**config.mk**
```make
export PLATFORM = sky130hd
export DESIGN_NAME = sstp_queue
export DESIGN_NICKNAME = d
export VERILOG_FILES = /design/src/sv/sstp_pkg.sv /design/src/sv/sstp_queue.sv
export SDC_FILE = /design/constraint.sdc
export NUM_CORES = 1
export LEC_CHECK = 0
export ABC_CLOCK_PERIOD_IN_PS = 2700
export BUFFER_PORTS_ARGS = -buffer_cell sky130_fd_sc_hd__buf_4
export CAP_MARGIN = 20
export CORE_MARGIN = 3
export CORE_UTILIZATION = 23
export CTS_CLUSTER_DIAMETER = 60
export CTS_CLUSTER_SIZE = 40
export DETAILED_ROUTE_END_ITERATION = 8
export GPL_ROUTABILITY_DRIVEN = 0
export SYNTH_ARGS = -nofsm -noshare
export SYNTH_HDL_FRONTEND = slang
export SYNTH_SLANG_ARGS = --single-unit
```
**constraint.sdc**
```tcl
create_clock -name clk -period 2.7 [get_ports clk]
set_clock_uncertainty 0.2 [all_clocks]
set_input_delay 0 -clock clk [delete_from_list [all_inputs] [get_ports clk]]
set_output_delay 0 -clock clk [all_outputs]
set_load 0.01 [all_outputs]
```
**src/sv/sstp_pkg.sv**
```systemverilog
// shared types, codes and the fixed palette of the screen decoder
`default_nettype none
package sstp_pkg;

	// field widths
	localparam int ADDR_W  = 14;
	localparam int DATA_W  = 8;
	localparam int SUM_W   = 15;
	localparam int EXT_W   = 18;
	localparam int COL_W   = 5;
	localparam int LINE_W  = 8;
	localparam int PIX_W   = 3;
	localparam int CIDX_W  = 4;
	localparam int CFG_IDX_W = 1;

	localparam logic [LINE_W-1:0]  LAST_LINE = 8'd191;
	localparam logic [COL_W-1:0]   LAST_COL  = 5'd31;
	localparam logic [PIX_W-1:0]   LAST_PIX  = 3'd7;
	localparam logic [ADDR_W-1:0]  ATTRIB_BASE_RST = 14'h1800;

	// input item kinds
	typedef enum logic {
		MODE_WRITE  = 1'b0,
		MODE_RENDER = 1'b1
	} mode_t;

	// configuration register indexes
	typedef enum logic [CFG_IDX_W-1:0] {
		REG_SCREEN_BASE = 1'b0,
		REG_ATTRIB_BASE = 1'b1
	} cfg_reg_t;

	// one fetched 8-pixel group waiting for the serializer
	typedef struct packed {
		logic [DATA_W-1:0] pix;
		logic [DATA_W-1:0] attr;
		logic              flash;
		logic [COL_W-1:0]  col;
		logic [LINE_W-1:0] line;
	} render_job_t;

	typedef struct packed {
		logic [7:0] r;
		logic [7:0] g;
		logic [7:0] b;
	} rgb_t;

	// index bit 3 bright, bits 2..0 green red blue
	function automatic rgb_t palette(input logic [CIDX_W-1:0] idx);
		rgb_t c;
		begin
			case (idx)
				4'd0:  c = '{8'h00, 8'h00, 8'h00};
				4'd1:  c = '{8'h00, 8'h00, 8'hc0};
				4'd2:  c = '{8'hc0, 8'h00, 8'h00};
				4'd3:  c = '{8'hc0, 8'h00, 8'hc0};
				4'd4:  c = '{8'h00, 8'hc0, 8'h00};
				4'd5:  c = '{8'h00, 8'hc0, 8'hc0};
				4'd6:  c = '{8'hc0, 8'hc0, 8'h00};
				4'd7:  c = '{8'hd0, 8'hd0, 8'hd0};
				4'd8:  c = '{8'h00, 8'h00, 8'h00};
				4'd9:  c = '{8'h00, 8'h00, 8'hff};
				4'd10: c = '{8'hff, 8'h00, 8'h00};
				4'd11: c = '{8'hff, 8'h00, 8'hff};
				4'd12: c = '{8'h00, 8'hff, 8'h00};
				4'd13: c = '{8'h00, 8'hff, 8'hff};
				4'd14: c = '{8'hff, 8'hff, 8'h00};
				default: c = '{8'hff, 8'hff, 8'hff};
			endcase
			return c;
		end
	endfunction

endpackage
`default_nettype wire

```
**src/sv/sstp_queue.sv**
```systemverilog
// short queue of fetched groups between front and back
`default_nettype none
module sstp_queue #(
	parameter int DEPTH = 4,
	parameter int LVL_W = 3
) (
	input  wire logic                  clk,
	input  wire logic                  arst_n,
	input  wire logic                  push,
	input  wire sstp_pkg::render_job_t push_job,
	input  wire logic                  pop,
	output logic                       q_valid,
	output sstp_pkg::render_job_t      q_job,
	output logic [LVL_W-1:0]           level
);
	localparam int PW = (DEPTH > 1) ? $clog2(DEPTH) : 1;
	localparam logic [PW-1:0] LAST_SLOT = PW'(DEPTH - 1);

	sstp_pkg::render_job_t  slot_q [DEPTH];
	logic [PW-1:0]          wr_ptr_q;
	logic [PW-1:0]          rd_ptr_q;
	logic [LVL_W-1:0]       count_q;
	logic                   do_pop;

	assign q_valid = count_q != '0;
	assign q_job   = slot_q[rd_ptr_q];
	assign level   = count_q;
	assign do_pop  = pop && q_valid;

	always_ff @(posedge clk) begin
		if (push) begin
			slot_q[wr_ptr_q] <= push_job;
		end
	end

	always_ff @(posedge clk or negedge arst_n) begin
		if (!arst_n) begin
			wr_ptr_q <= '0;
			rd_ptr_q <= '0;
			count_q  <= '0;
		end else begin
			if (push) begin
				wr_ptr_q <= (wr_ptr_q == LAST_SLOT) ? '0 : wr_ptr_q + 1'b1;
			end
			if (do_pop) begin
				rd_ptr_q <= (rd_ptr_q == LAST_SLOT) ? '0 : rd_ptr_q + 1'b1;
			end
			if (push && !do_pop) begin
				count_q <= count_q + 1'b1;
			end else if (!push && do_pop) begin
				count_q <= count_q - 1'b1;
			end
		end
	end

endmodule
`default_nettype wire

```
==> impl_metrics.csv, run 1 <==
group,metric,value,unit
status,outcome,"completed",
finish,num-fill-cells,1974,
finish,antennaDiodeCount,0,
floorplan,die-width,150,um
clock_tree,clock-root-buffer,"clkbuf_16",
critical_path,path_max_fanout,18,
sta,finalSetupTns,0,ns
sta,timing.final.max_slew_violations,0,
placed_design,dpl-instance-area,5660,um^2
critical_path,worstSetupStartpointType,"flop",
global_route,via_count_of_the_first_global_routing_pass,2564,
clock_tree,clock_tree.htree_level_count,4,
route,vias,2308,
job,max-cap-violations,0,
yosys,synth_largest_area_cell,"edfxtp_1",
route,post_drt_via_cell_ratio,3.89,
yosys,synth_top_cells_by_count,"edfxtp_1 (120), mux4_2 (28), dfrtp_1 (7)",
yosys,synth_enable_flop_cells,120,
floorplan,die-height,150,um
finish,area_growth_syn_to_layout,36.8,%
floorplan,start_util,23.5,%
worst_hold_path,min-delay-path-class,"in -> reg",
global_route,grt-ovfl-total,0,
yosys,yosys.area.top_type_share,75.3,%
finish,final_cell_count_no_fill,594,
yosys,mappedNetlistNets,234,
route,routed_wl,9.25,mm
yosys,synth_top_flop_cell,"edfxtp_1",
placed_design,preCtsSetupSlack,0.346,ns
sta,final-setup-viol-count,0,
clock_tree,clkSlewWorstSetupHoldPaths,0.05,ns
sta,hold_slack,0.139,ns
placed_design,post-place-cells,529,
yosys,yosys.cell_count.top_type,"edfxtp_1",
route,routed_wire_length_per_instance,15.6,um
sta,period_minus_slack,2.36,ns
sta,relSlewSlack,57.3,%
global_route,grt_use_total,8.88,%
sta,postLayoutSetupSlackWorst,0.342,ns
placed_design,buffer_ports.inserted,67,
global_route,grt_max_degree,24,
critical_path,cp.arrival,2.16,ns
yosys,avgSynthCellArea,24.8,um^2
finish,design_area,6550,um^2
floorplan,boundary_pins,68,
route,drt_drc_violations_left,0,
power_and_ir_drop,power.leakage,0.00228,uW
finish,finish.net_count,353,
yosys,sequential_share_of_the_synthesized_area,79.0,%
floorplan,die-area,22600,um^2
yosys,synthArstFlopShare,5.51,%
sta,fmax,424,MHz
yosys,dominant_cells_by_area_after_synthesis,"edfxtp_1 (75%), mux4_2 (13%), dfrtp_1 (3.7%)",
yosys,synthesis.yosys.warnings,0,
clock_tree,clock_sink_count,127,
yosys,synth_seq_cells,127,
clock_tree,cts_inserted_buffers,17,
route,dr.first_iter.drc_count,65,
floorplan,placeableCoreArea,20400,um^2
global_route,wire_length_of_the_first_global_routing_pass,14.5,mm
critical_path,class_of_the_most_critical_setup_path,"reg -> out",
power_and_ir_drop,irDropWorstVdd,0.553,mV
route,route.antenna.remaining_nets,0,
yosys,syn_inst,193,
critical_path,end_kind,"output pin",
finish,drive_gt1_share,43.2,%
clock_tree,clk-insertion-delay-late,0.40,ns
sta,post-route-period-util,87.3,%
floorplan,std_cell_rows,52,
sta,report.final.hold_viol_count,0,
critical_path,timing.critical_path.required,2.50,ns
power_and_ir_drop,power_density,1040,nW/um^2
route,drtPass1Iterations,4,
yosys,netlist_area,4790,um^2
sta,tightest_slew,0.640,ns
clock_tree,cts-root-to-sink-buffers,2,
global_route,number_of_antenna_violations_at_the_first_check_in_global_routing,0,
clock_tree,cts_tree,"done",
sta,rsz0062_at_grt,"no",
yosys,netlist-cell-type-count,19,
placed_design,detailed_placer_s_ending_hpwl,5.80,mm
clock_tree,cts_repair_resize_count,0,
## metal layers
layer	wire [um]	GRT usage [%]
met4	156	4.25
met1	3940	10.4
met2	4780	14.7
met5	0	0
met3	372	3.07
## final cells by class
cell class / instances / area [um^2] / area share (%)
Clock buffer: 18 / 429 / 6.55
Sequential cell: 127 / 3780 / 57.7
Inverter: 3 / 11.3 / 0.172
Multi-Input combinational cell: 56 / 915 / 14.0
Timing Repair Buffer: 107 / 951 / 14.5
Clock inverter: 13 / 124 / 1.89
Tap cell: 270 / 338 / 5.16
## where the power goes
part | leakage, uW | switching (uW) | internal, uW
registers | 0.00118 | 256 | 2540
clock network | 0.000266 | 779 | 1340
logic | 0.000830 | 810 | 1070
total | 0.00228 | 1850 | 4950
## worst max-delay path, cell delays in order (launching register included)
cell     delay [ns]
dfrtp_2        0.77
buf_12         0.27
mux4_2         0.54
buf_4          0.16
## final timing paths
check                             start       endpoint  slack, ns  cells past startpoint
max in group asynchronous        arst_n    rd_ptr_q[1]       1.66                      3
hold / removal             push_job[10]  slot_q[2][10]       0.14                      2
min in group asynchronous        arst_n       level[0]       0.36                      3
setup / recovery            rd_ptr_q[0]      q_job[16]       0.34                      3
setup reg to reg               level[0]       level[2]       0.36                      8
hold reg to reg                level[2]       level[2]       0.31                      1
## layout by cell type (no fill, tap or decap)
cell type,synthesis,routed
fa_1,1,1
nor2_1,3,3
mux4_2,28,28
mux2_2,3,3
buf_12,3,5
nand2_1,2,2
clkinvlp_4,0,3
dfrtp_2,0,2
or3_4,1,1
xor2_1,2,2
clkinv_2,0,5
buf_4,0,68
clkinv_4,0,1
o21ai_0,2,2
ha_1,6,6
clkbuf_16,0,17
mux4_1,2,2
dfrtp_1,7,5
edfxtp_1,120,120
xnor2_1,1,1
bufinv_16,0,2
dlygate4sd3_1,0,34
and2_2,0,4
inv_1,3,3
clkbuf_1,0,1
nand2_2,1,1
clkinv_1,0,2
## through the flow
| stage | total power, uW | utilization [%] |
|---|---|---|
| final | 6790 | 32.2 |
| after CTS | 6950 | 32.2 |
| after global placement | 4710 | 27.8 |
| after floorplan | 3920 | - |
| after detailed placement | 4760 | 27.8 |
| after global routing | 7190 | 32.2 |
## kinds of logic (layout without fill, tap and decap cells)
group	Yosys count	count (layout)	synth area share (%)
AOI/OAI and AO/OA	2	2	0.209
xor gates and xnor gates	3	3	0.549
adders and majority gates	7	7	1.99
buffers and inverters	10	141	2.04
DFF	127	127	79.0
muxes	33	33	15.0
and+or+nand+nor	11	11	1.28
## flip-flops by register name, summed over array words and instances, names as in the netlist
| register | flops |
|---|---|
| level | 3 |
| slot_q | 120 |
| rd_ptr_q | 2 |
| wr_ptr_q | 2 |
## repair_timing
| action | CTS | global route |
|---|---|---|
| hold buffers | 34 | 0 |
| setup endpoints to repair | 0 | 0 |
| buffers inserted | 0 | 0 |
| hold endpoints to repair | 141 | 0 |
Note: power is estimated with default switching activity, not from simulation.
==> run 2: changes to the inputs <==
--- a/config.mk
+++ b/config.mk
@@ -15,4 +15,5 @@
 export DETAILED_ROUTE_END_ITERATION = 8
 export GPL_ROUTABILITY_DRIVEN = 0
+export SLEW_MARGIN = 20
 export SYNTH_ARGS = -nofsm -noshare
 export SYNTH_HDL_FRONTEND = slang
==> constraint.sdc (replaced) <==
create_clock -name clk -period 2.7 [get_ports clk]
set_clock_uncertainty 0.2 [all_clocks]
set_input_delay 0 -clock clk [delete_from_list [all_inputs] [get_ports clk]]
set_output_delay 0 -clock clk [all_outputs]
set_load 0.02 [all_outputs]
==> run 2 against run 1 <==
Core utilization about the same. Fmax increased by 1.8%. Highest routed layer unchanged. Critical path type is now reg -> reg. Final cell count increased by 0.34%. Non-clock buffer count increased by 1. Global-route usage decreased by 0.15 points. Final area about the same. Worst setup slack improved by 0.042 ns. Sequential power decreased by 3%. First-iteration DRC count increased by 15%. Register-to-register slack improved by 0.02 ns. Critical endpoint is now level[2].
==> impl_metrics.csv, run 2 (synthesis results as in run 1) <==
group,metric,value,unit
floorplan,die-height,150,um
finish,mostFrequentLayoutCell,"edfxtp_1",
floorplan,die-area,22600,um^2
route,drtPass1Iterations,4,
sta,tightest_slew,0.510,ns
global_route,wire_length_of_the_first_global_routing_pass,14.3,mm
route,m1WireLength,4.05,mm
floorplan,die-width,150,um
power_and_ir_drop,power.leakage,0.00228,uW
critical_path,end_kind,"flop",
sta,report.final.hold_viol_count,0,
clock_tree,cts_repair_resize_count,0,
route,drt_drc_violations_left,0,
clock_tree,cts_inserted_buffers,17,
floorplan,placeableCoreArea,20400,um^2
route,met3RoutedLength,331,um
critical_path,timing.critical_path.required,2.83,ns
finish,largest-register,"slot_q",
global_route,number_of_antenna_violations_at_the_first_check_in_global_routing,0,
finish,antennaDiodeCount,0,
clock_tree,clock_tree.htree_level_count,4,
sta,postLayoutSetupSlackWorst,0.384,ns
global_route,grt_use_total,8.73,%
route,route.top_layer_used,"met4",
floorplan,start_util,23.5,%
finish,largest_reg_flops,120,
sta,period_minus_slack,2.32,ns
sta,fmax,432,MHz
finish,drive_gt1_share,42.6,%
worst_hold_path,min-delay-path-class,"in -> reg",
route,routed_length_on_met2,4.63,mm
sta,rsz0062_at_grt,"no",
sta,finalSetupTns,0,ns
route,post_drt_via_cell_ratio,3.87,
power_and_ir_drop,irDropWorstVdd,0.563,mV
sta,final-setup-viol-count,0,
global_route,grt_max_degree,31,
clock_tree,clock_sink_count,127,
critical_path,class_of_the_most_critical_setup_path,"reg -> reg",
critical_path,path_max_fanout,4,
finish,finish.net_count,354,
route,route.antenna.remaining_nets,0,
global_route,grt-ovfl-total,0,
placed_design,detailed_placer_s_ending_hpwl,5.67,mm
global_route,via_count_of_the_first_global_routing_pass,2531,
finish,layout_common_cells,"edfxtp_1 (120), buf_4 (68), dlygate4sd3_1 (34), mux4_2 (28), clkbuf_16 (17)",
critical_path,reg2reg_setup_slack,0.38,ns
placed_design,buffer_ports.inserted,67,
sta,post-route-period-util,85.8,%
power_and_ir_drop,power_density,1070,nW/um^2
route,routed_wire_length_per_instance,15.4,um
clock_tree,cts-root-to-sink-buffers,2,
status,outcome,"completed",
route,vias,2309,
floorplan,std_cell_rows,52,
finish,area_growth_syn_to_layout,36.8,%
job,max-cap-violations,0,
clock_tree,clkSlewWorstSetupHoldPaths,0.06,ns
sta,hold_slack,0.138,ns
sta,timing.final.max_slew_violations,0,
route,routed_wl,9.17,mm
clock_tree,clk-insertion-delay-late,0.41,ns
clock_tree,cts_tree,"done",
placed_design,preCtsSetupSlack,0.389,ns
clock_tree,clock-root-buffer,"clkbuf_16",
route,dr.first_iter.drc_count,75,
critical_path,cp.arrival,2.45,ns
critical_path,worstSetupStartpointType,"flop",
floorplan,boundary_pins,68,
sta,relSlewSlack,66.0,%
power_and_ir_drop,power,6990,uW
==> run 2: changes by cell type in the layout (fill, tap and decap cells not counted) <==
cell,change
buf_12,+1
clkinv_4,+2
clkinv_1,+2
clkinv_2,-1
clkbuf_1,+1
clkinvlp_4,-2
bufinv_16,-1
==> run 2: worst max-delay path, stage by stage, from the launching register on <==
cell	delay (ns)
dfrtp_1	0.44
or3_4	0.42
nand2_2	0.11
ha_1	0.19
inv_1	0.06
fa_1	0.38
xor2_1	0.17
nor2_1	0.11
xor2_1	0.16
==> run 2: timing repair <==
item,in CTS,in global routing
endpoints found under the hold margin,134,0
buffers inserted,0,0
hold buffers,34,0
==> run 2: where the power goes <==
group	internal, uW	total [uW]	switching (uW)
logic	1110	2260	1150
clock network	1250	2020	778
registers	2540	2710	169
total	4900	6990	2090
==> run 2: layout make-up <==
| class | count | area [um^2] |
|---|---|---|
| Inverter | 3 | 11.3 |
| Clock buffer | 19 | 433 |
| Timing Repair Buffer | 108 | 971 |
| Multi-Input combinational cell | 56 | 915 |
| Sequential cell | 127 | 3780 |
| Tap cell | 270 | 338 |
| Fill cell | 1964 | 13800 |
| Clock inverter | 13 | 98.8 |
==> run 2: layer usage <==
layer  global-route usage (%)  up-vias
li1                         -     1054
met1                     10.5     1195
met2                     14.1       52
met3                     3.01        8
met4                     4.12        0
met5                        0        -
==> run 2: metrics by stage <==
| stage | instance area, um^2 | util [%] | cells |
|---|---|---|---|
| 2_1_floorplan | 4790 | - | 193 |
| 4_1_cts | 6550 | 32.2 | 596 |
| 3_3_place_gp | 5680 | 27.9 | 530 |
| 6_report | 6550 | 32.2 | 596 |
| 3_5_place_dp | 5680 | 27.9 | 530 |
| 5_1_grt | 6550 | 32.2 | 596 |
==> run 2: worst paths after layout <==
check                                 start      endpoint  depth (start not counted)
worst max-delay path               level[0]      level[2]                          8
max in group asynchronous            arst_n   rd_ptr_q[1]                          3
worst min register to register     level[2]      level[2]                          1
min in group asynchronous            arst_n      level[0]                          3
worst max register to register     level[0]      level[2]                          8
worst min-delay path            push_job[7]  slot_q[1][7]                          2
