<file path="src/sv/sstp_pkg.sv">
// shared types, codes and the fixed palette of the screen decoder
`default_nettype none
package sstp_pkg;

	// field widths
	localparam int ADDR_W  = 14;
	localparam int DATA_W  = 8;
	localparam int SUM_W   = 15;
	localparam int EXT_W   = 18;
	localparam int COL_W   = 5;
	localparam int LINE_W  = 8;
	localparam int PIX_W   = 3;
	localparam int CIDX_W  = 4;
	localparam int CFG_IDX_W = 1;

	localparam logic [LINE_W-1:0]  LAST_LINE = 8'd191;
	localparam logic [COL_W-1:0]   LAST_COL  = 5'd31;
	localparam logic [PIX_W-1:0]   LAST_PIX  = 3'd7;
	localparam logic [ADDR_W-1:0]  ATTRIB_BASE_RST = 14'h1800;

	// input item kinds
	typedef enum logic {
		MODE_WRITE  = 1'b0,
		MODE_RENDER = 1'b1
	} mode_t;

	// configuration register indexes
	typedef enum logic [CFG_IDX_W-1:0] {
		REG_SCREEN_BASE = 1'b0,
		REG_ATTRIB_BASE = 1'b1
	} cfg_reg_t;

	// one fetched 8-pixel group waiting for the serializer
	typedef struct packed {
		logic [DATA_W-1:0] pix;
		logic [DATA_W-1:0] attr;
		logic              flash;
		logic [COL_W-1:0]  col;
		logic [LINE_W-1:0] line;
	} render_job_t;

	typedef struct packed {
		logic [7:0] r;
		logic [7:0] g;
		logic [7:0] b;
	} rgb_t;

	// index bit 3 bright, bits 2..0 green red blue
	function automatic rgb_t palette(input logic [CIDX_W-1:0] idx);
		rgb_t c;
		begin
			case (idx)
				4'd0:  c = '{8'h00, 8'h00, 8'h00};
				4'd1:  c = '{8'h00, 8'h00, 8'hc0};
				4'd2:  c = '{8'hc0, 8'h00, 8'h00};
				4'd3:  c = '{8'hc0, 8'h00, 8'hc0};
				4'd4:  c = '{8'h00, 8'hc0, 8'h00};
				4'd5:  c = '{8'h00, 8'hc0, 8'hc0};
				4'd6:  c = '{8'hc0, 8'hc0, 8'h00};
				4'd7:  c = '{8'hd0, 8'hd0, 8'hd0};
				4'd8:  c = '{8'h00, 8'h00, 8'h00};
				4'd9:  c = '{8'h00, 8'h00, 8'hff};
				4'd10: c = '{8'hff, 8'h00, 8'h00};
				4'd11: c = '{8'hff, 8'h00, 8'hff};
				4'd12: c = '{8'h00, 8'hff, 8'h00};
				4'd13: c = '{8'h00, 8'hff, 8'hff};
				4'd14: c = '{8'hff, 8'hff, 8'h00};
				default: c = '{8'hff, 8'hff, 8'hff};
			endcase
			return c;
		end
	endfunction

endpackage
`default_nettype wire

</file>
<file path="src/sv/sstp_if.sv">
// channel interfaces: input items, pixel results, configuration writes
`default_nettype none


interface sstp_out_if;
	logic                           valid;
	logic                           ready;
	logic [sstp_pkg::CIDX_W-1:0]    color_index;
	logic [7:0]                     red;
	logic [7:0]                     green;
	logic [7:0]                     blue;
	logic [7:0]                     pixel_x;
	logic [sstp_pkg::LINE_W-1:0]    pixel_y;
	logic                           last;

	modport source (output valid, color_index, red, green, blue, pixel_x, pixel_y, last,
		input ready);
	modport sink   (input valid, color_index, red, green, blue, pixel_x, pixel_y, last,
		output ready);
endinterface

`default_nettype wire

</file>
<file path="src/sv/sstp_back.sv">
// back end: attribute decode and one pixel per cycle into the output register while out_ch is ready
`default_nettype none
module sstp_back (
	input  wire logic                  clk,
	input  wire logic                  arst_n,
	input  wire logic                  q_valid,
	input  wire sstp_pkg::render_job_t q_job,
	output logic                       pop,
	sstp_out_if.source                 out_ch
);
	sstp_pkg::render_job_t          job_q;
	logic                           busy_q;
	logic [sstp_pkg::PIX_W-1:0]     pix_q;
	logic                           ovalid_q;
	logic [sstp_pkg::CIDX_W-1:0]    cidx_q;
	sstp_pkg::rgb_t                 rgb_q;
	logic [7:0]                     x_q;
	logic [sstp_pkg::LINE_W-1:0]    y_q;
	logic                           last_q;

	logic                           adv;
	logic                           emit;
	logic                           finish;
	logic                           swap;
	logic [sstp_pkg::CIDX_W-1:0]    ink;
	logic [sstp_pkg::CIDX_W-1:0]    paper;
	logic [sstp_pkg::CIDX_W-1:0]    cidx;

	assign adv    = !ovalid_q || out_ch.ready;
	assign emit   = adv && busy_q;
	assign finish = emit && (pix_q == sstp_pkg::LAST_PIX);
	assign pop    = q_valid && (!busy_q || finish);

	always_comb begin
		swap  = job_q.attr[7] && job_q.flash;
		ink   = {job_q.attr[6], job_q.attr[2:0]};
		paper = job_q.attr[6:3];
		if (job_q.pix[sstp_pkg::LAST_PIX - pix_q] != swap) begin
			cidx = ink;
		end else begin
			cidx = paper;
		end
	end

	always_ff @(posedge clk or negedge arst_n) begin
		if (!arst_n) begin
			busy_q   <= 1'b0;
			pix_q    <= '0;
			ovalid_q <= 1'b0;
		end else begin
			if (pop) begin
				busy_q <= 1'b1;
				pix_q  <= '0;
			end else if (finish) begin
				busy_q <= 1'b0;
			end else if (emit) begin
				pix_q <= pix_q + 1'b1;
			end
			if (adv) begin
				ovalid_q <= busy_q;
			end
		end
	end

	always_ff @(posedge clk) begin
		if (pop) begin
			job_q <= q_job;
		end
		if (emit) begin
			cidx_q <= cidx;
			rgb_q  <= sstp_pkg::palette(cidx);
			x_q    <= {job_q.col, pix_q};
			y_q    <= job_q.line;
			last_q <= pix_q == sstp_pkg::LAST_PIX;
		end
	end

	assign out_ch.valid       = ovalid_q;
	assign out_ch.color_index = cidx_q;
	assign out_ch.red         = rgb_q.r;
	assign out_ch.green       = rgb_q.g;
	assign out_ch.blue        = rgb_q.b;
	assign out_ch.pixel_x     = x_q;
	assign out_ch.pixel_y     = y_q;
	assign out_ch.last        = last_q;

endmodule
`default_nettype wire

</file>
<file path="src/flat_wrapper.sv">
// flat-port wrapper written by rule: the top's interface ports become plain ports
module sstp_back_flat 
  (clk, arst_n, q_valid, q_job, pop, out_ch_valid, out_ch_color_index, out_ch_red, out_ch_green, out_ch_blue, out_ch_pixel_x, out_ch_pixel_y, out_ch_last, out_ch_ready);
  sstp_out_if out_ch_i ();
  input  wire logic clk;
  input  wire logic arst_n;
  input  wire logic q_valid;
  input  wire sstp_pkg::render_job_t q_job;
  output logic pop;
  output wire logic [$bits(out_ch_i.valid)-1:0] out_ch_valid;
  output wire logic [$bits(out_ch_i.color_index)-1:0] out_ch_color_index;
  output wire logic [$bits(out_ch_i.red)-1:0] out_ch_red;
  output wire logic [$bits(out_ch_i.green)-1:0] out_ch_green;
  output wire logic [$bits(out_ch_i.blue)-1:0] out_ch_blue;
  output wire logic [$bits(out_ch_i.pixel_x)-1:0] out_ch_pixel_x;
  output wire logic [$bits(out_ch_i.pixel_y)-1:0] out_ch_pixel_y;
  output wire logic [$bits(out_ch_i.last)-1:0] out_ch_last;
  input wire logic [$bits(out_ch_i.ready)-1:0] out_ch_ready;
  assign out_ch_valid = out_ch_i.valid;
  assign out_ch_color_index = out_ch_i.color_index;
  assign out_ch_red = out_ch_i.red;
  assign out_ch_green = out_ch_i.green;
  assign out_ch_blue = out_ch_i.blue;
  assign out_ch_pixel_x = out_ch_i.pixel_x;
  assign out_ch_pixel_y = out_ch_i.pixel_y;
  assign out_ch_last = out_ch_i.last;
  assign out_ch_i.ready = out_ch_ready;
  sstp_back u_core (.clk(clk), .arst_n(arst_n), .q_valid(q_valid), .q_job(q_job), .pop(pop), .out_ch(out_ch_i));
endmodule
</file>
<file path="config.mk">
export PLATFORM = sky130hd
export DESIGN_NAME = sstp_back_flat
export DESIGN_NICKNAME = d
export VERILOG_FILES = /design/src/sv/sstp_pkg.sv /design/src/sv/sstp_if.sv /design/src/sv/sstp_back.sv /design/src/flat_wrapper.sv
export SDC_FILE = /design/constraint.sdc
export NUM_CORES = 1
export LEC_CHECK = 0
export ABC_AREA = 1
export BUFFER_PORTS_ARGS = -buffer_cell sky130_fd_sc_hd__buf_2
export CORE_MARGIN = 4
export CORE_UTILIZATION = 44
export DETAILED_ROUTE_END_ITERATION = 7
export HOLD_SLACK_MARGIN = 0.1
export PLACE_DENSITY = 0.8
export SLEW_MARGIN = 20
export SYNTH_ARGS = -nofsm -noshare
export SYNTH_HDL_FRONTEND = slang
export SYNTH_SLANG_ARGS = --single-unit
export TNS_END_PERCENT = 20
</file>
<file path="constraint.sdc">
create_clock -name clk -period 2.6 [get_ports clk]
set_clock_uncertainty 0.2 [all_clocks]
set_input_delay 0.13 -clock clk [delete_from_list [all_inputs] [get_ports clk]]
set_output_delay 0.13 -clock clk [all_outputs]
set_load 0.005 [all_outputs]
</file>
==> results by group, run 1 <==
Die
  • Die H: 81.43 um
  • Number of primary I/O pins: 81
  • Core area: 5172 sq um
  • Row count: 26
  • Chip width: 81.43 um
  • Die area: 6630 sq um
  • Starting Density: 0.4586

Timing
  • Fmax: 449.1 MHz
  • RSZ-0062 raised after global routing: no
  • Max-slew violation count: 0
  • Final Hold Fails: 0
  • Fin crit share: 0.8563
  • Slew HR: 0.7369
  • Fin crit period: 2.226 ns
  • Worst-margin pin slew: 0.3943 ns
  • Setup Viol. Count Final: 0
  • Setup TNS: 0 ns

Clocking
  • Post-CTS setup buffers: 0
  • Clk slew on worst S/H paths: 0.06 ns
  • Post-CTS sizing: 0
  • Total CTS buffers: 9
  • Htree depth: 3
  • CTS tree: yes
  • Clk_lat worst skew: 0.32 ns
  • Root Buffer Master: clkbuf_8
  • Clock Sinks: 62
  • Clock buffer depth: 2

Logic synthesis
  • Syn Nets: 200
  • Main area contributors after synthesis: edfxtp_1, buf_4, dfrtp_1
  • Post-Synth Adder-Cell Area: 0.01055
  • Synth Area in Compound Gates: 0.01582
  • Post-Syn Area per Cell: 14.47 sq um
  • Most frequent cell after synthesis: edfxtp_1
  • Post-synth top cells: edfxtp_1, inv_1, nand2_1
  • YS warnings: 0
  • FF+latch count, synth: 62
  • Simple-gate share of the synthesized area: 0.09494
  • Post-synth top area share: 0.7215
  • Post-Syn Area: 2372 sq um
  • Yosys cell types: 18
  • Largest family of logic cells by synthesized area: buffers and inverters
  • Post-synth EDFFs: 57
  • Synth Area in XOR/XNOR: 0
  • Fraction of synthesized area in multiplexers: 0
  • Post-synth top area cell: edfxtp_1
  • Post-Syn Instances: 164
  • Async set-or-reset flop fraction in the synthesized netlist: 0.08065
  • Post-synthesis sequential area ratio: 0.7743
  • Main synth FF type: edfxtp_1

Global route
  • Vias in the first global route: 1463
  • Grt ovf: 0
  • First-pass GRT wire length: 6492 um
  • GRT Util Overall: 0.1363
  • Initial antenna violation count: 0
  • Largest net degree at the start of global routing: 28

Critical path
  • Worst Path Max Fanout: 24
  • Crit path DAT: 2.03 ns
  • CP Launch Type: flip-flop
  • Critical Path RT: 2.40 ns
  • Crit. End Element: flip-flop
  • CP Class: reg2reg

Routing
  • Average wire per standard cell: 11.59 um
  • Residual DRC: 0
  • Total number of vias: 1496
  • ANT nets after route: 0
  • Routed WL: 4032 um
  • Post-DR vias/cell: 4.299
  • Drt initial violations: 68
  • Initial DRT Pass Iterations: 4

Placement
  • RePlAce Congestion: 0.7834
  • Hpwl dp: 2690 um
  • IO buf count: 80

Power and ir drop
  • PD cells: 830.2 nW/um^2
  • Total chip power: 2714 uW
  • LEAKAGE: 0.001446 uW
  • Max IR drop VDD: 0.6367 mV

Final layout
  • Seq. cell area: 1837 sq um
  • Proportion of layout cells with a drive suffix above 1: 0.4209
  • Area Overhead vs Synth: 37.82%
  • Ant diodes: 0
  • Fillcell total: 402
  • Area of the multi-input gates: 294.0 sq um
  • Fin nets: 309
  • Core Util, Final: 0.6321

Job
  • Max_cap viols: 0

Outcome
  • Outcome: complete, no violations

Worst hold path
  • Hold Path Class: reg2reg
-- through the flow --
step / cells / cell area (sq um) / setup slack, ns / hold slack [ns]
detailed placement: 298 / 2746 / 0.3750 / -0.2483
global placement: 298 / 2746 / 0.4239 / -0.2524
floorplan: 164 / 2375 / 0.2084 / -0.3656
CTS: 348 / 3269 / 0.3555 / 0.2197
finish: 348 / 3269 / 0.3735 / 0.2196
global route: 348 / 3269 / 0.1825 / 0.2301
-- layout make-up --
type,instances,area share
inverters,30,0.03444
clock inverters,4,0.01454
repair buffers,116,0.2312
clock buffers,12,0.04133
well taps,70,0.02679
multi-input cells,54,0.08993
flip-flops and latches,62,0.5618
-- power by group --
group | internal, uW | total, uW | switching [uW]
combinational | 271 | 596 | 325
sequential | 1270 | 1350 | 79.1
clock | 440 | 770 | 329
-- worst paths after layout --
check | end | startpoint | slack (ns) | cells after the start
setup / recovery | u_core.job_q[27]$_DFFE_PP_ | u_core.pix_q[0]$_DFFE_PN0P_ | 0.37 | 5
hold / removal | u_core.out_ch.pixel_y[6]$_DFFE_PP_ | u_core.job_q[6]$_DFFE_PP_ | 0.22 | 0
setup reg to reg | u_core.job_q[27]$_DFFE_PP_ | u_core.pix_q[0]$_DFFE_PN0P_ | 0.37 | 5
hold reg to reg | u_core.out_ch.pixel_y[6]$_DFFE_PP_ | u_core.job_q[6]$_DFFE_PP_ | 0.22 | 0
max in group asynchronous | u_core.out_ch.valid$_DFFE_PN0P_ | arst_n | 1.47 | 3
min in group asynchronous | u_core.pix_q[2]$_DFFE_PN0P_ | arst_n | 0.53 | 3
-- routing by layer --
layer,track usage,up-vias,wire (um)
li1,-,750,-
met1,0.1404,677,1451
met2,0.2370,58,2166
met3,0.04386,11,301
met4,0.08784,0,112
met5,0,-,0
-- critical path: stages, from the launching register on --
cell and delay (ns):
dfrtp_1 0.49, ha_1 0.20, ha_1 0.15, a21oi_1 0.13, nor2_2 0.35, buf_4 0.37
-- cells by family (layout without fill, tap and decap cells) --
group	after synthesis	in the layout
AOI/OAI and AO/OA	6	6
adders and majority gates	2	2
buffers and inverters	48	162
DFF	62	62
and+or+nand+nor	46	46
-- layout by cell type (no fill, tap or decap) --
| cell type | n |
|---|---|
| o31ai_1 | 1 |
| clkinv_1 | 1 |
| buf_4 | 2 |
| edfxtp_1 | 57 |
| nand2_1 | 20 |
| nor2_1 | 1 |
| nand3_1 | 12 |
| a21oi_2 | 1 |
| clkbuf_1 | 3 |
| o21ai_1 | 1 |
| a21oi_1 | 1 |
| nor2_2 | 6 |
| a32o_1 | 1 |
| clkinvlp_4 | 1 |
| dfrtp_1 | 5 |
| inv_2 | 8 |
| clkbuf_8 | 9 |
| nand3_2 | 2 |
| nand2_2 | 5 |
| dlygate4sd3_1 | 34 |
| ha_1 | 2 |
| buf_2 | 80 |
| o21ai_0 | 1 |
| inv_1 | 21 |
| bufinv_16 | 1 |
| clkinv_2 | 2 |
-- registers in the layout (all words and copies together), names as in the netlist, 3 cells and up --
| name | cells |
|---|---|
| u_core.ink | 4 |
| u_core.out_ch.pixel_y | 8 |
| u_core.out_ch.red | 3 |
| u_core.job_q | 26 |
| u_core.out_ch.pixel_x | 8 |
| u_core.out_ch.blue | 3 |
| u_core.pix_q | 3 |
| u_core.out_ch.green | 3 |
-- timing repair --
| item | in CTS | in global routing |
|---|---|---|
| hold buffers | 34 | 0 |
| endpoints found under the setup margin | 0 | 0 |
| hold endpoints to repair | 45 | 0 |
Note: power is estimated with default switching activity, not from simulation.
==> inputs of run 2 (changes only) <==
--- a/config.mk
+++ b/config.mk
@@ -5,13 +5,12 @@
 export SDC_FILE = /design/constraint.sdc
 export NUM_CORES = 1
 export LEC_CHECK = 0
-export ABC_AREA = 1
 export BUFFER_PORTS_ARGS = -buffer_cell sky130_fd_sc_hd__buf_2
 export CORE_MARGIN = 4
-export CORE_UTILIZATION = 44
+export CORE_UTILIZATION = 30
 export DETAILED_ROUTE_END_ITERATION = 7
 export HOLD_SLACK_MARGIN = 0.1
-export PLACE_DENSITY = 0.8
+export PLACE_DENSITY = 0.6
 export SLEW_MARGIN = 20
 export SYNTH_ARGS = -nofsm -noshare
 export SYNTH_HDL_FRONTEND = slang
==> results by group, run 2 <==
Global route
  • Initial antenna violation count: 0
  • Vias in the first global route: 1493
  • GRT Util Overall: 0.09259
  • First-pass GRT wire length: 6837 um
  • Grt ovf: 0
  • Largest net degree at the start of global routing: 32

Logic synthesis
  • Post-synth top area cell: edfxtp_1
  • Post-synthesis sequential area ratio: 0.7325
  • Post-Syn Area per Cell: 16.61 sq um
  • Main synth FF type: edfxtp_1
  • Post-synth top cells: edfxtp_1, nand2_1, buf_4
  • Post-synth top area share: 0.6826
  • Async set-or-reset flop fraction in the synthesized netlist: 0.08065
  • Post-Syn Area: 2507 sq um
  • YS warnings: 0
  • Syn Nets: 187
  • FF+latch count, synth: 62
  • Post-Syn Instances: 151
  • Post-synth EDFFs: 57
  • Yosys cell types: 21
  • Most frequent cell after synthesis: edfxtp_1
  • Main area contributors after synthesis: edfxtp_1, buf_4, mux2i_1

Die
  • Row count: 33
  • Core area: 8175 sq um
  • Starting Density: 0.3067
  • Die area: 9884 sq um
  • Die H: 99.42 um
  • Chip width: 99.42 um
  • Number of primary I/O pins: 81

Final layout
  • Ant diodes: 0
  • Area Overhead vs Synth: 36.43%
  • Fillcell total: 746
  • Area of the multi-input gates: 501.7 sq um
  • Max reg flops: 26
  • Core Util, Final: 0.4184
  • Most common cell after layout, fill and taps aside: buf_2
  • Reg with most FFs: u_core.job_q
  • Commonest non-fill, non-tap cells in the layout: buf_2, edfxtp_1, dlygate4sd3_1
  • Proportion of layout cells with a drive suffix above 1: 0.3992
  • Final std cells w/o fill: 368
  • Seq. cell area: 1837 sq um
  • Fin nets: 294

Routing
  • Total number of vias: 1524
  • ANT nets after route: 0
  • Routed met2 length: 2334 um
  • Routed WL: 4409 um
  • Highest metal layer with signal wires: met4
  • Met1 wire length: 1650 um
  • Residual DRC: 0
  • Post-DR vias/cell: 4.141
  • Met3 WL: 342 um
  • Initial DRT Pass Iterations: 4
  • Average wire per standard cell: 11.98 um
  • Drt initial violations: 34

Placement
  • Hpwl dp: 2983 um
  • Dpl cells: 317
  • IO buf count: 80
  • DP Worst Slack: 0.3773 ns
  • RePlAce Congestion: 0.7303

Clocking
  • Htree depth: 3
  • CTS tree: yes
  • Root Buffer Master: clkbuf_8
  • Post-CTS sizing: 0
  • Total CTS buffers: 9
  • Clock Sinks: 62
  • Clock buffer depth: 2
  • Clk_lat worst skew: 0.33 ns
  • Clk slew on worst S/H paths: 0.07 ns

Worst hold path
  • HP Start: u_core.job_q[12]$_DFFE_PP_
  • WHS Endpoint: u_core.out_ch.pixel_x[7]$_DFFE_PP_
  • Hold Path Stages: 0
  • Hold Path Class: reg2reg

Critical path
  • Crit path cell chain: ha_1 -> ha_1 -> inv_1 -> o21ai_0 -> and2_1 -> buf_12 -> buf_2
  • Crit. End Element: primary output
  • Critical Path RT: 2.27 ns
  • Delay-heaviest family, CP: flip-flops
  • Critical R2R Launch: u_core.pix_q[0]$_DFFE_PN0P_
  • CP Launch Type: flip-flop
  • CP Class: reg2out
  • RR Endpoint: u_core.out_ch.green[4]$_DFFE_PP_
  • Slack of the worst reg-to-reg path: 0.35 ns
  • Register-to-Register Path Depth: 4
  • CP peak stage delay: 0.56 ns
  • Crit path DAT: 2.12 ns
  • Most frequent CP cell: ha_1
  • Worst Path Max Fanout: 31
  • CP max-delay cell: dfrtp_1
  • Buffers & Inverters on Critical Path: 3

Timing
  • Fin crit period: 2.448 ns
  • Setup TNS: 0 ns
  • RSZ-0062 raised after global routing: no
  • Fin crit share: 0.9417
  • Final Hold Fails: 0
  • Worst-margin pin slew: 0.3633 ns
  • Max-slew violation count: 0
  • Fmax: 408.4 MHz
  • Setup Viol. Count Final: 0
  • Setup ws final: 0.1516 ns
  • Slew HR: 0.7578

Job
  • Max_cap viols: 0

Power and ir drop
  • Total chip power: 2632 uW
  • Max IR drop VDD: 0.3351 mV
  • LEAKAGE: 0.001422 uW
  • PD cells: 769.5 nW/um^2

Outcome
  • Outcome: complete, no violations
run 2: changes by cell type in the layout (fill, tap and decap cells not counted), sizes merged, moves of 2 or more:
cell    change
inv        -26
nand2       -3
nor2        -6
mux2        +7
and2        +3
nand2b      +3
a21oi       +2
a22o        +5
a22oi       +3
nand3      -14
mux2i      +13
clkbuf      -2
run 2: how the worst max path moves through the flow:
stage,to,depth (start not counted),slack [ns],from
2_1_floorplan,u_core.ink[0]$_DFFE_PP_,5,0.24,u_core.pix_q[1]$_DFFE_PN0P_
3_3_place_gp,u_core.out_ch.green[4]$_DFFE_PP_,4,0.44,u_core.pix_q[0]$_DFFE_PN0P_
3_5_place_dp,u_core.out_ch.red[4]$_DFFE_PP_,4,0.38,u_core.pix_q[0]$_DFFE_PN0P_
4_1_cts,pop,7,0.11,u_core.pix_q[0]$_DFFE_PN0P_
5_1_grt,pop,7,0.009,u_core.pix_q[0]$_DFFE_PN0P_
6_report,pop,7,0.15,u_core.pix_q[0]$_DFFE_PN0P_
run 2: cell families after synthesis:
kind of cell,after synthesis,share of synthesized area
DFF,62,0.7325
and+or+nand+nor,30,0.05190
adders and majority gates,2,0.009978
buffers and inverters,23,0.06736
AOI/OAI and AO/OA,13,0.03692
muxes,21,0.1013
run 2: routing by layer:
layer	up-vias	track usage
met2	63	0.1663
met5	-	0
li1	754	-
met1	698	0.09235
met3	9	0.03787
met4	0	0.04412
run 2: area by class of cell:
class / instances / area share
well taps: 105 / 0.03841
inverters: 2 / 0.002195
clock inverters: 6 / 0.01097
multi-input cells: 66 / 0.1467
flip-flops and latches: 62 / 0.5369
repair buffers: 117 / 0.2275
clock buffers: 10 / 0.03731
run 2: repair_timing:
action                                 CTS  global route
hold buffers                            35             0
setup buffers                            0             0
endpoints found under the hold margin   40             0
run 2: stage by stage:
step / area [sq um] / hold slack (ns)
final: 3421 / 0.2146
after global routing: 3421 / 0.2282
after CTS: 3421 / 0.2180
after detailed placement: 2905 / -0.2430
after global placement: 2905 / -0.2460
after floorplan: 2507 / -0.3656
run 2: report_power, final:
part	internal [uW]	total [uW]	switching (uW)
Clock	342	703	362
Sequential	1260	1340	83.9
Combinational	333	590	256
Total	1930	2630	702
